## src/mlfq_pkg.sv

```systemverilog
// shared types and constants for the multilevel feedback queue scheduler
package mlfq_pkg;

  localparam int unsigned QuantWidth = 16;
  localparam int unsigned PidWidth   = 6;
  localparam int unsigned ReqWidth   = 3;
  localparam int unsigned CfgIdxW    = 3;

  typedef enum logic [ReqWidth-1:0] {
    REQ_ADD     = 3'd0,
    REQ_PICK    = 3'd1,
    REQ_QUERY   = 3'd2,
    REQ_REQUEUE = 3'd3,
    REQ_TICK    = 3'd4
  } req_e;

  localparam logic [CfgIdxW-1:0] CFG_Q0    = 3'd0;
  localparam logic [CfgIdxW-1:0] CFG_Q1    = 3'd1;
  localparam logic [CfgIdxW-1:0] CFG_Q2    = 3'd2;
  localparam logic [CfgIdxW-1:0] CFG_Q3    = 3'd3;
  localparam logic [CfgIdxW-1:0] CFG_BOOST = 3'd4;

  // controller to datapath
  typedef struct packed {
    logic load;      // capture request, look up level
    logic exec;      // perform the request
    logic boost_pop; // read head of lowest non-zero level
    logic boost_mv;  // move read entry to level 0
    logic out_load;  // capture result
  } cmd_t;

  // datapath to controller
  typedef struct packed {
    logic boost_start; // tick reached interval
    logic upper_busy;  // some level above 0 still non-empty
  } sts_t;

endpackage

```

## src/mlfq_ctrl.sv

```systemverilog
// controller state machine for the scheduler
module mlfq_ctrl (
  input  logic          clk_i,
  input  logic          rst_ni,
  input  logic          in_fire_i,
  input  logic          out_free_i,
  input  mlfq_pkg::sts_t sts_i,
  output logic          in_ready_o,
  output mlfq_pkg::cmd_t cmd_o
);
  import mlfq_pkg::*;

  typedef enum logic [5:0] {
    S_IDLE = 6'b000001,
    S_EXEC = 6'b000010,
    S_BRD  = 6'b000100,
    S_BMV  = 6'b001000,
    S_OUT  = 6'b010000,
    S_CHK  = 6'b100000
  } state_e;

  state_e state_q, state_d;

  always_comb begin
    state_d    = state_q;
    cmd_o      = '0;
    in_ready_o = 1'b0;
    case (state_q)
      S_IDLE: begin
        in_ready_o = 1'b1;
        if (in_fire_i) begin
          cmd_o.load = 1'b1;
          state_d    = S_EXEC;
        end
      end
      S_EXEC: begin
        cmd_o.exec = 1'b1;
        state_d    = S_CHK;
      end
      S_CHK: begin
        if (sts_i.boost_start && sts_i.upper_busy) state_d = S_BRD;
        else state_d = S_OUT;
      end
      S_BRD: begin
        cmd_o.boost_pop = 1'b1;
        state_d         = S_BMV;
      end
      S_BMV: begin
        cmd_o.boost_mv = 1'b1;
        state_d        = S_CHK;
      end
      S_OUT: begin
        if (out_free_i) begin
          cmd_o.out_load = 1'b1;
          state_d        = S_IDLE;
        end
      end
      default: state_d = S_IDLE;
    endcase
  end

  always_ff @(posedge clk_i or negedge rst_ni) begin
    if (!rst_ni) begin
      state_q <= S_IDLE;
    end else begin
      state_q <= state_d;
    end
  end
endmodule

```

## src/mlfq_dp.sv

```systemverilog
// datapath: level queues, level store, quantum compare, boost walk
module mlfq_dp #(
  parameter int unsigned NumLevels = 4,
  parameter int unsigned MaxPids   = 64,
  parameter int unsigned Capacity  = 64
) (
  input  logic                              clk_i,
  input  logic                              rst_ni,
  input  mlfq_pkg::cmd_t                    cmd_i,
  input  logic [mlfq_pkg::ReqWidth-1:0]     req_i,
  input  logic [mlfq_pkg::PidWidth-1:0]     pid_i,
  input  logic [mlfq_pkg::QuantWidth-1:0]   run_i,
  input  logic [4*mlfq_pkg::QuantWidth-1:0] quant_i,
  input  logic [mlfq_pkg::QuantWidth-1:0]   interval_i,
  output mlfq_pkg::sts_t                    sts_o,
  output logic [mlfq_pkg::PidWidth+3:0]     res_o
);
  import mlfq_pkg::*;

  localparam int unsigned LvlW  = (NumLevels > 1) ? $clog2(NumLevels) : 1;
  localparam int unsigned PosW  = (Capacity > 1) ? $clog2(Capacity) : 1;
  localparam int unsigned SumW  = PosW + 1;
  localparam int unsigned CntW  = $clog2(Capacity + 1);
  localparam int unsigned PidIW = (MaxPids > 1) ? $clog2(MaxPids) : 1;
  localparam int unsigned AddrW = LvlW + PosW;
  localparam logic [LvlW-1:0] LastLvl = LvlW'(NumLevels - 1);

  logic [PidWidth-1:0] slots [1 << AddrW];
  logic [1:0]          lvl_mem [MaxPids];
  logic [MaxPids-1:0]  lvl_vld_q;

  logic [PosW-1:0] head_q  [NumLevels];
  logic [CntW-1:0] count_q [NumLevels];
  logic [CntW-1:0] total_q;
  logic [QuantWidth-1:0] ticks_q;

  logic [ReqWidth-1:0] req_q;
  logic [PidWidth-1:0] pid_q;
  logic [QuantWidth-1:0] run_q;
  logic [1:0] lvl_rd_q;
  logic lvl_known;
  logic boost_q;
  logic [PidWidth-1:0] rd_pid_q;
  logic pvalid_q, preempt_q, drop_q;
  logic [PidWidth-1:0] ppid_q;

  // level of the request id, zero when beyond the store or never written
  logic in_range;
  logic [LvlW-1:0] cur_lvl, dem_lvl, pick_lvl, wr_lvl;
  logic [LvlW-1:0] blvl_d_search;
  logic pick_any, upper_busy;
  logic [SumW-1:0] tail_sum;
  logic [PosW-1:0] tail_pos;
  logic do_push, do_pop, full;
  logic [LvlW-1:0] pop_lvl;
  logic [PidWidth-1:0] push_pid;
  logic set_lvl;
  logic [1:0] set_val;
  logic [PidWidth-1:0] set_pid;
  logic [QuantWidth-1:0] ticks_inc;
  logic [1:0] q_sel;

  assign in_range = (32'(pid_q) < MaxPids);
  assign cur_lvl  = (in_range && lvl_known) ? LvlW'(lvl_rd_q) : '0;
  assign dem_lvl  = (cur_lvl == LastLvl) ? cur_lvl : cur_lvl + 1'b1;
  assign full     = (32'(total_q) >= Capacity);
  assign q_sel    = 2'(cur_lvl);

  always_comb begin
    pick_any   = 1'b0;
    pick_lvl   = '0;
    upper_busy = 1'b0;
    for (int l = NumLevels - 1; l >= 0; l--) begin
      if (count_q[l] != '0) begin
        pick_any = 1'b1;
        pick_lvl = LvlW'(l);
      end
    end
    blvl_d_search = '0;
    for (int l = NumLevels - 1; l >= 1; l--) begin
      if (count_q[l] != '0) begin
        upper_busy    = 1'b1;
        blvl_d_search = LvlW'(l);
      end
    end
  end

  assign ticks_inc = (ticks_q != '1) ? ticks_q + 1'b1 : ticks_q;

  always_comb begin
    do_push  = 1'b0;
    do_pop   = 1'b0;
    pop_lvl  = pick_lvl;
    wr_lvl   = '0;
    push_pid = pid_q;
    set_lvl  = 1'b0;
    set_val  = 2'(dem_lvl);
    set_pid  = pid_q;
    if (cmd_i.exec) begin
      case (req_q)
        REQ_ADD: begin
          do_push = !full;
          wr_lvl  = cur_lvl;
        end
        REQ_PICK: do_pop = pick_any;
        REQ_REQUEUE: begin
          do_push = !full;
          wr_lvl  = dem_lvl;
          set_lvl = in_range;
        end
        default: ;
      endcase
    end
    if (cmd_i.boost_pop) begin
      do_pop  = 1'b1;
      pop_lvl = blvl_d_search;
    end
    if (cmd_i.boost_mv) begin
      // pop and push cancel in the total, so capacity cannot overflow
      do_push  = 1'b1;
      wr_lvl   = '0;
      push_pid = rd_pid_q;
      set_pid  = rd_pid_q;
      set_val  = 2'd0;
      set_lvl  = (32'(rd_pid_q) < MaxPids);
    end
  end

  // head plus count stays below twice the capacity, one subtract wraps it
  assign tail_sum = SumW'(head_q[wr_lvl]) + SumW'(count_q[wr_lvl]);
  assign tail_pos = (tail_sum >= SumW'(Capacity)) ? PosW'(tail_sum - SumW'(Capacity))
                                                  : PosW'(tail_sum);

  // queue slot memory and level store
  always_ff @(posedge clk_i) begin
    if (do_push) slots[{wr_lvl, tail_pos}] <= push_pid;
    if (do_pop)  rd_pid_q <= slots[{pop_lvl, head_q[pop_lvl]}];
    if (set_lvl) lvl_mem[PidIW'(set_pid)] <= set_val;
    if (cmd_i.load) lvl_rd_q <= lvl_mem[PidIW'(pid_i)];
  end

  always_ff @(posedge clk_i or negedge rst_ni) begin
    if (!rst_ni) begin
      lvl_vld_q <= '0;
      total_q   <= '0;
      ticks_q   <= '0;
      boost_q   <= 1'b0;
      lvl_known <= 1'b0;
      for (int l = 0; l < NumLevels; l++) begin
        head_q[l]  <= '0;
        count_q[l] <= '0;
      end
    end else begin
      if (cmd_i.load) lvl_known <= lvl_vld_q[PidIW'(pid_i)] && (32'(pid_i) < MaxPids);
      if (set_lvl) lvl_vld_q[PidIW'(set_pid)] <= 1'b1;
      if (do_pop) begin
        head_q[pop_lvl]  <= (32'(head_q[pop_lvl]) == Capacity - 1) ? '0
                                                                   : head_q[pop_lvl] + 1'b1;
        count_q[pop_lvl] <= count_q[pop_lvl] - 1'b1;
      end
      if (do_push) count_q[wr_lvl] <= count_q[wr_lvl] + 1'b1;
      // a push and a pop never share a cycle
      if (do_push) total_q <= total_q + 1'b1;
      else if (do_pop) total_q <= total_q - 1'b1;
      if (cmd_i.load) boost_q <= 1'b0;
      if (cmd_i.exec && req_q == REQ_TICK) begin
        if (interval_i != '0 && ticks_inc >= interval_i) begin
          ticks_q <= '0;
          boost_q <= 1'b1;
        end else begin
          ticks_q <= ticks_inc;
        end
      end
    end
  end

  always_ff @(posedge clk_i) begin
    if (cmd_i.load) begin
      req_q <= req_i;
      pid_q <= pid_i;
      run_q <= run_i;
    end
    if (cmd_i.exec) begin
      pvalid_q  <= (req_q == REQ_PICK) && pick_any;
      preempt_q <= (req_q == REQ_QUERY) &&
                   (run_q >= quant_i[QuantWidth*q_sel +: QuantWidth]);
      drop_q    <= ((req_q == REQ_ADD) || (req_q == REQ_REQUEUE)) && full;
    end
    if (cmd_i.exec && req_q == REQ_PICK && pick_any) ppid_q <= slots[{pick_lvl, head_q[pick_lvl]}];
    else if (cmd_i.exec) ppid_q <= '0;
  end

  assign sts_o.boost_start = boost_q;
  assign sts_o.upper_busy  = upper_busy;
  assign res_o = {drop_q, (total_q == '0), preempt_q, ppid_q, pvalid_q};
endmodule

```

## src/mlfq_scheduler_top.sv

```systemverilog
// top level of the multilevel feedback queue scheduler
// usage:
//   requests arrive on the s_axis group: tdata holds req_type, process_id and
//   run_time; one result per request leaves on m_axis: tdata holds
//   picked_valid, picked_pid, preempt_now, all_empty and dropped
//   configuration is written through cfg_we_i / cfg_idx_i / cfg_data_i while
//   the block is idle: quantum per level (0..3) and boost interval (4)
//   result path: m_axis_tvalid rises after the exec, check and output states
//   when the output register is free; a tick that fires a boost adds a pop and
//   a move state for each id queued below level 0, set by the single-port slot
//   memory walk; the block takes one request at a time
//   reset clears queue counts, heads, level-valid bits and the tick counter;
//   slot memory holds no reset value and needs no clearing pass
//   when the receiver stalls the result waits in the output register and the
//   block waits with it before taking the next request
module mlfq_scheduler_top #(
  parameter int unsigned NUM_LEVELS = 4,
  parameter int unsigned MAX_PIDS   = 64,
  parameter int unsigned CAPACITY   = 64
) (
  input  logic        clk_i,
  input  logic        rst_ni,
  input  logic        s_axis_tvalid,
  output logic        s_axis_tready,
  input  logic [31:0] s_axis_tdata,  // req_type[2:0], process_id[8:3], run_time[24:9]
  output logic        m_axis_tvalid,
  input  logic        m_axis_tready,
  output logic [15:0] m_axis_tdata,  // picked_valid, picked_pid[6:1], preempt_now, all_empty, dropped
  input  logic        cfg_we_i,
  input  logic [mlfq_pkg::CfgIdxW-1:0]    cfg_idx_i,
  input  logic [mlfq_pkg::QuantWidth-1:0] cfg_data_i
);
  import mlfq_pkg::*;

  cmd_t cmd;
  sts_t sts;
  logic [PidWidth+3:0] res;
  logic in_fire;
  logic [QuantWidth-1:0] quant_q [4];
  logic [QuantWidth-1:0] interval_q;
  logic [4*QuantWidth-1:0] quant_flat;
  logic vld_q;
  logic [PidWidth+3:0] data_q;

  assign in_fire    = s_axis_tvalid && s_axis_tready;
  assign quant_flat = {quant_q[3], quant_q[2], quant_q[1], quant_q[0]};

  // configuration registers
  always_ff @(posedge clk_i or negedge rst_ni) begin
    if (!rst_ni) begin
      quant_q[0] <= 16'd1;
      quant_q[1] <= 16'd2;
      quant_q[2] <= 16'd4;
      quant_q[3] <= 16'd8;
      interval_q <= '0;
    end else if (cfg_we_i) begin
      case (cfg_idx_i)
        CFG_Q0:    quant_q[0] <= cfg_data_i;
        CFG_Q1:    quant_q[1] <= cfg_data_i;
        CFG_Q2:    quant_q[2] <= cfg_data_i;
        CFG_Q3:    quant_q[3] <= cfg_data_i;
        CFG_BOOST: interval_q <= cfg_data_i;
        default: ;
      endcase
    end
  end

  mlfq_ctrl u_ctrl (
    .clk_i      (clk_i),
    .rst_ni     (rst_ni),
    .in_fire_i  (in_fire),
    .out_free_i (!vld_q || m_axis_tready),
    .sts_i      (sts),
    .in_ready_o (s_axis_tready),
    .cmd_o      (cmd)
  );

  mlfq_dp #(
    .NumLevels (NUM_LEVELS),
    .MaxPids   (MAX_PIDS),
    .Capacity  (CAPACITY)
  ) u_dp (
    .clk_i      (clk_i),
    .rst_ni     (rst_ni),
    .cmd_i      (cmd),
    .req_i      (s_axis_tdata[2:0]),
    .pid_i      (s_axis_tdata[8:3]),
    .run_i      (s_axis_tdata[24:9]),
    .quant_i    (quant_flat),
    .interval_i (interval_q),
    .sts_o      (sts),
    .res_o      (res)
  );

  // output register
  always_ff @(posedge clk_i or negedge rst_ni) begin
    if (!rst_ni) begin
      vld_q <= 1'b0;
    end else if (cmd.out_load) begin
      vld_q <= 1'b1;
    end else if (m_axis_tready) begin
      vld_q <= 1'b0;
    end
  end

  always_ff @(posedge clk_i) begin
    if (cmd.out_load) data_q <= res;
  end

  assign m_axis_tvalid = vld_q;
  assign m_axis_tdata  = {6'd0, data_q};
endmodule

```

## config.mk

```make
export PLATFORM = sky130hd
export DESIGN_NAME = mlfq_scheduler_top
export DESIGN_NICKNAME = d
export VERILOG_FILES = /design/src/mlfq_pkg.sv /design/src/mlfq_ctrl.sv /design/src/mlfq_dp.sv /design/src/mlfq_scheduler_top.sv
export SDC_FILE = /design/constraint.sdc
export NUM_CORES = 2
export LEC_CHECK = 0
export BUFFER_PORTS_ARGS = -buffer_cell sky130_fd_sc_hd__buf_2
export CAP_MARGIN = 20
export CORE_ASPECT_RATIO = 0.75
export CORE_MARGIN = 4
export CORE_UTILIZATION = 45
export DETAILED_ROUTE_END_ITERATION = 12
export HOLD_SLACK_MARGIN = 0.1
export SYNTH_ARGS = -nofsm -noshare
export SYNTH_HDL_FRONTEND = slang
export SYNTH_SLANG_ARGS = --single-unit
```

## constraint.sdc

```tcl
create_clock -name clk_i -period 5.7 [get_ports clk_i]
set_input_delay 1.14 -clock clk_i [delete_from_list [all_inputs] [get_ports clk_i]]
set_output_delay 1.14 -clock clk_i [all_outputs]
set_load 0.01 [all_outputs]
```

==> results.py <==
metrics = {
    "status": {
        "violations": "negative setup slack",
        "status": "complete, but fails checks",
    },
    "grt": {
        "grt_pass1_wl_um": 528000,
        "grt_start_max_net_pins": 175,
        "grt_usage_pct": 33.1,
        "grt_overflow": 0,
        "grt_antenna_before_repair": 26,
        "grt_pass1_vias": 72351,
    },
    "clock_tree": {
        "hold_buffers": 0,
        "htree_levels": 4,
        "clk_latency_ns": 0.87,
        "clockBufferDepth": 4,
        "cts_root_buffer": "clkbuf_16",
        "cts_tree": "done",
        "cts_sinks": 1944,
        "path_clk_slew_ns": 0.06,
        "cts_buffers": 200,
    },
    "sta": {
        "slew_viol_final": 0,
        "rsz0062_at_grt": "yes",
        "tightest_slew_ns": 1.27,
        "finalHoldWorstSlack_ns": 0.305,
        "finalCritPeriodShare_pct": 101,
        "setup_violations": 2,
        "clock.fmax_mhz": 174,
        "tns_ns": -0.0669,
        "fin_crit_ns": 5.76,
        "hold_viol": 0,
        "fin_worst_skew_ns": 0.0509,
        "slew_headroom_pct": 15.6,
        "timing.final.ws_setup_ns": -0.0569,
    },
    "pwr": {
        "power.density_nw_per_um2": 382,
        "clockPowerShare_pct": 32.3,
        "p_sw_share_pct": 33.9,
        "combPwrFrac_pct": 27.9,
        "vdd_ir_drop_max_v": 0.000259,
        "power_leakage_uw": 0.0387,
        "internal-power_uw": 27500,
        "p_seq_share_pct": 39.8,
        "totalPowerFinal_uw": 41600,
        "p_switching_uw": 14100,
    },
    "drt": {
        "drc": 0,
        "ant_nets": 0,
        "route.met2.wl_um": 148000,
        "dr_wl_met3_um": 61600,
        "drt-total-wl_um": 374000,
        "drt_iter0_markers": 14360,
        "wl_met1_um": 149000,
        "wl_per_cell_um": 31.2,
        "highest_layer": "met5",
        "dr.pass1.iters": 6,
        "via_count": 78414,
        "viasPerCell": 6.54,
    },
    "final_layout": {
        "fillerInstances": 18187,
        "finalNetCount": 9145,
        "drive_gt1_share_pct": 14.4,
        "most-common-layout-cells": "nand2_1 (2159), edfxtp_1 (1716), nand3_1 (691)",
        "final_common_cell": "nand2_1",
        "area_delta_synth_final_pct": 14.6,
    },
    "setup_path": {
        "crit_arrival_ns": 6.37,
        "path_cells": "or4_1, nor2_1, buf_12, o221ai_1, a32oi_4, buf_12, buf_12, mux2i_1, o22ai_1, or4_1, nor4_1, buf_4, a21oi_1, nand3_1, o311ai_0, buf_4",
        "crit_type": "reg2reg",
        "cp_max_fo": 68,
        "critPathMaxStageDelay_ns": 0.72,
        "worstSetupEndpointType": "flop",
        "slowest_stage": "or4_1",
        "path_common_cell": "buf_12",
        "worstPathRequired_ns": 6.31,
        "start_kind": "flop",
    },
    "placed_design": {
        "place_congestion": 0.998,
        "port-buffer-count": 60,
        "dp_hpwl_um": 253000,
    },
    "job": {
        "cap_viol_max_count": 0,
    },
    "logic_synthesis": {
        "synth_warnings": 0,
        "synth_edf_count": 1716,
        "syn_avg_cell_area_um2": 10.8,
        "yosysUniqueCellTypes": 91,
        "seq_area_frac_synth_pct": 60.3,
        "synth_area_um2": 94900,
        "ys_async_sr_fraction_pct": 11.7,
        "ys.flop_type": "edfxtp_1",
        "synthCells": 8775,
        "synth_seq_cells": 1944,
    },
    "die": {
        "die_x_um": 538,
        "die_h_um": 406,
        "die_area_um2": 218000,
        "start_util_pct": 45.4,
        "num_rows": 145,
        "coreArea_um2": 209000,
        "pin_count": 74,
    },
    "worst_hold_path": {
        "holdCritPathClass": "in2async",
    },
}
==> layer usage <==
| metal | track usage, % | vias up |
|---|---|---|
| met5 | 0 | - |
| met4 | 12.3 | 12 |
| met3 | 13.1 | 800 |
| met2 | 44.6 | 6037 |
| met1 | 47.9 | 38546 |
| li1 | - | 33019 |
==> cell usage after synthesis, types with 102 or more instances <==
cell type | count | share of area, %
nand2_1 | 2168 | 8.6
edfxtp_1 | 1716 | 54
nand3_1 | 695 | 3.7
nor2_1 | 534 | 2.1
a21oi_1 | 393 | 2.1
mux2i_1 | 373 | 3.9
clkbuf_1 | 317 | 1.3
dfrtp_1 | 223 | 5.9
buf_2 | 208 | 1.1
o21ai_0 | 207 | 1.1
o211ai_1 | 158 | 1.2
a31oi_1 | 148 | 0.98
or3_1 | 137 | 0.90
and3_1 | 117 | 0.77
o22ai_1 | 102 | 0.67
==> flip-flops by register name (all words and copies together), names as in the netlist, 7 cells and up <==
register	flops
data_q	10
interval_q	16
quant_flat	64
u_dp.count_q	28
u_dp.head_q	24
u_dp.lvl_mem	128
u_dp.lvl_vld_q	64
u_dp.run_q	16
u_dp.slots	1536
u_dp.ticks_q	16
u_dp.total_q	7
==> path summary, 6_finish.rpt <==
kind | start | endpoint | slack [ns] | cells after the start
worst max-delay path | u_dp.count_q[16] | u_dp.ppid_q[2] | -0.06 | 16
worst min-delay path | rst_ni | quant_flat[2] | 0.31 | 1
worst max register to register | u_dp.count_q[16] | u_dp.ppid_q[2] | -0.06 | 16
worst min register to register | u_dp.ppid_q[0] | data_q[1] | 0.42 | 0
max in group asynchronous | rst_ni | u_dp.lvl_vld_q[55] | 4.22 | 2
min in group clk_i | u_dp.ppid_q[0] | data_q[1] | 0.42 | 0
==> logic make-up (layout without fill, tap and decap cells) <==
logic type,Yosys count,after routing,share of synthesized area [%]
AO/OA/AOI/OAI,1520,1520,10.6
AND/OR/NAND/NOR,4000,4000,18.4
other,1,14,0.00395
XOR/XNOR,40,40,0.369
buffers and inverters,695,1113,3.12
multiplexers,527,527,6.51
adder cells (fa/ha/maj),48,48,0.649
flip-flops,1944,1944,60.3
==> power groups by stage <==
stage / registers, uW / logic, uW / clock network (uW)
final: 16500 / 11600 / 13400
after global routing: 16600 / 12100 / 14100
after CTS: 16500 / 11100 / 13500
after detailed placement: 16800 / 11100 / 0
after global placement: 16800 / 11000 / 0
after floorplan: 16900 / 6290 / 0
==> timing repair <==
item	4_1_cts	5_1_grt
gates resized for setup	2	34
pin swaps	1	1
setup buffers	2	0
endpoints found under the setup margin	1	301
==> worst max-delay path, delay by kind of cell (launching register included) <==
kind	cells	cell delay, ns
and+or+nand+nor	5	2.37
buffers and inverters	5	1.17
AOI/OAI and AO/OA	5	1.02
DFF	1	0.46
muxes	1	0.34
==> through the flow <==
stage                     instance area, um^2  worst slack [ns]  std cells  utilization (%)
final                                  109000           -0.0569      11999             52.1
after global routing                   109000           -0.0541      11992             52.0
after CTS                              109000             0.121      11990             52.0
after detailed placement               102000            -0.429      11629             48.9
after global placement                 102000            -0.338      11626             48.8
after floorplan                         94900             0.245       8780                -
==> layout make-up <==
cell class	instances	area, um^2	share of cell area, %
Multi-Input combinational cell	6141	35100	32.3
Timing Repair Buffer	698	6140	5.64
Antenna cell	8	20.0	0.0184
Inverter	56	251	0.231
Clock buffer	240	5260	4.83
Tap cell	2793	3490	3.21
Clock inverter	119	1270	1.17
Sequential cell	1944	57200	52.6
No activity file was read; power rests on OpenSTA's default activity.
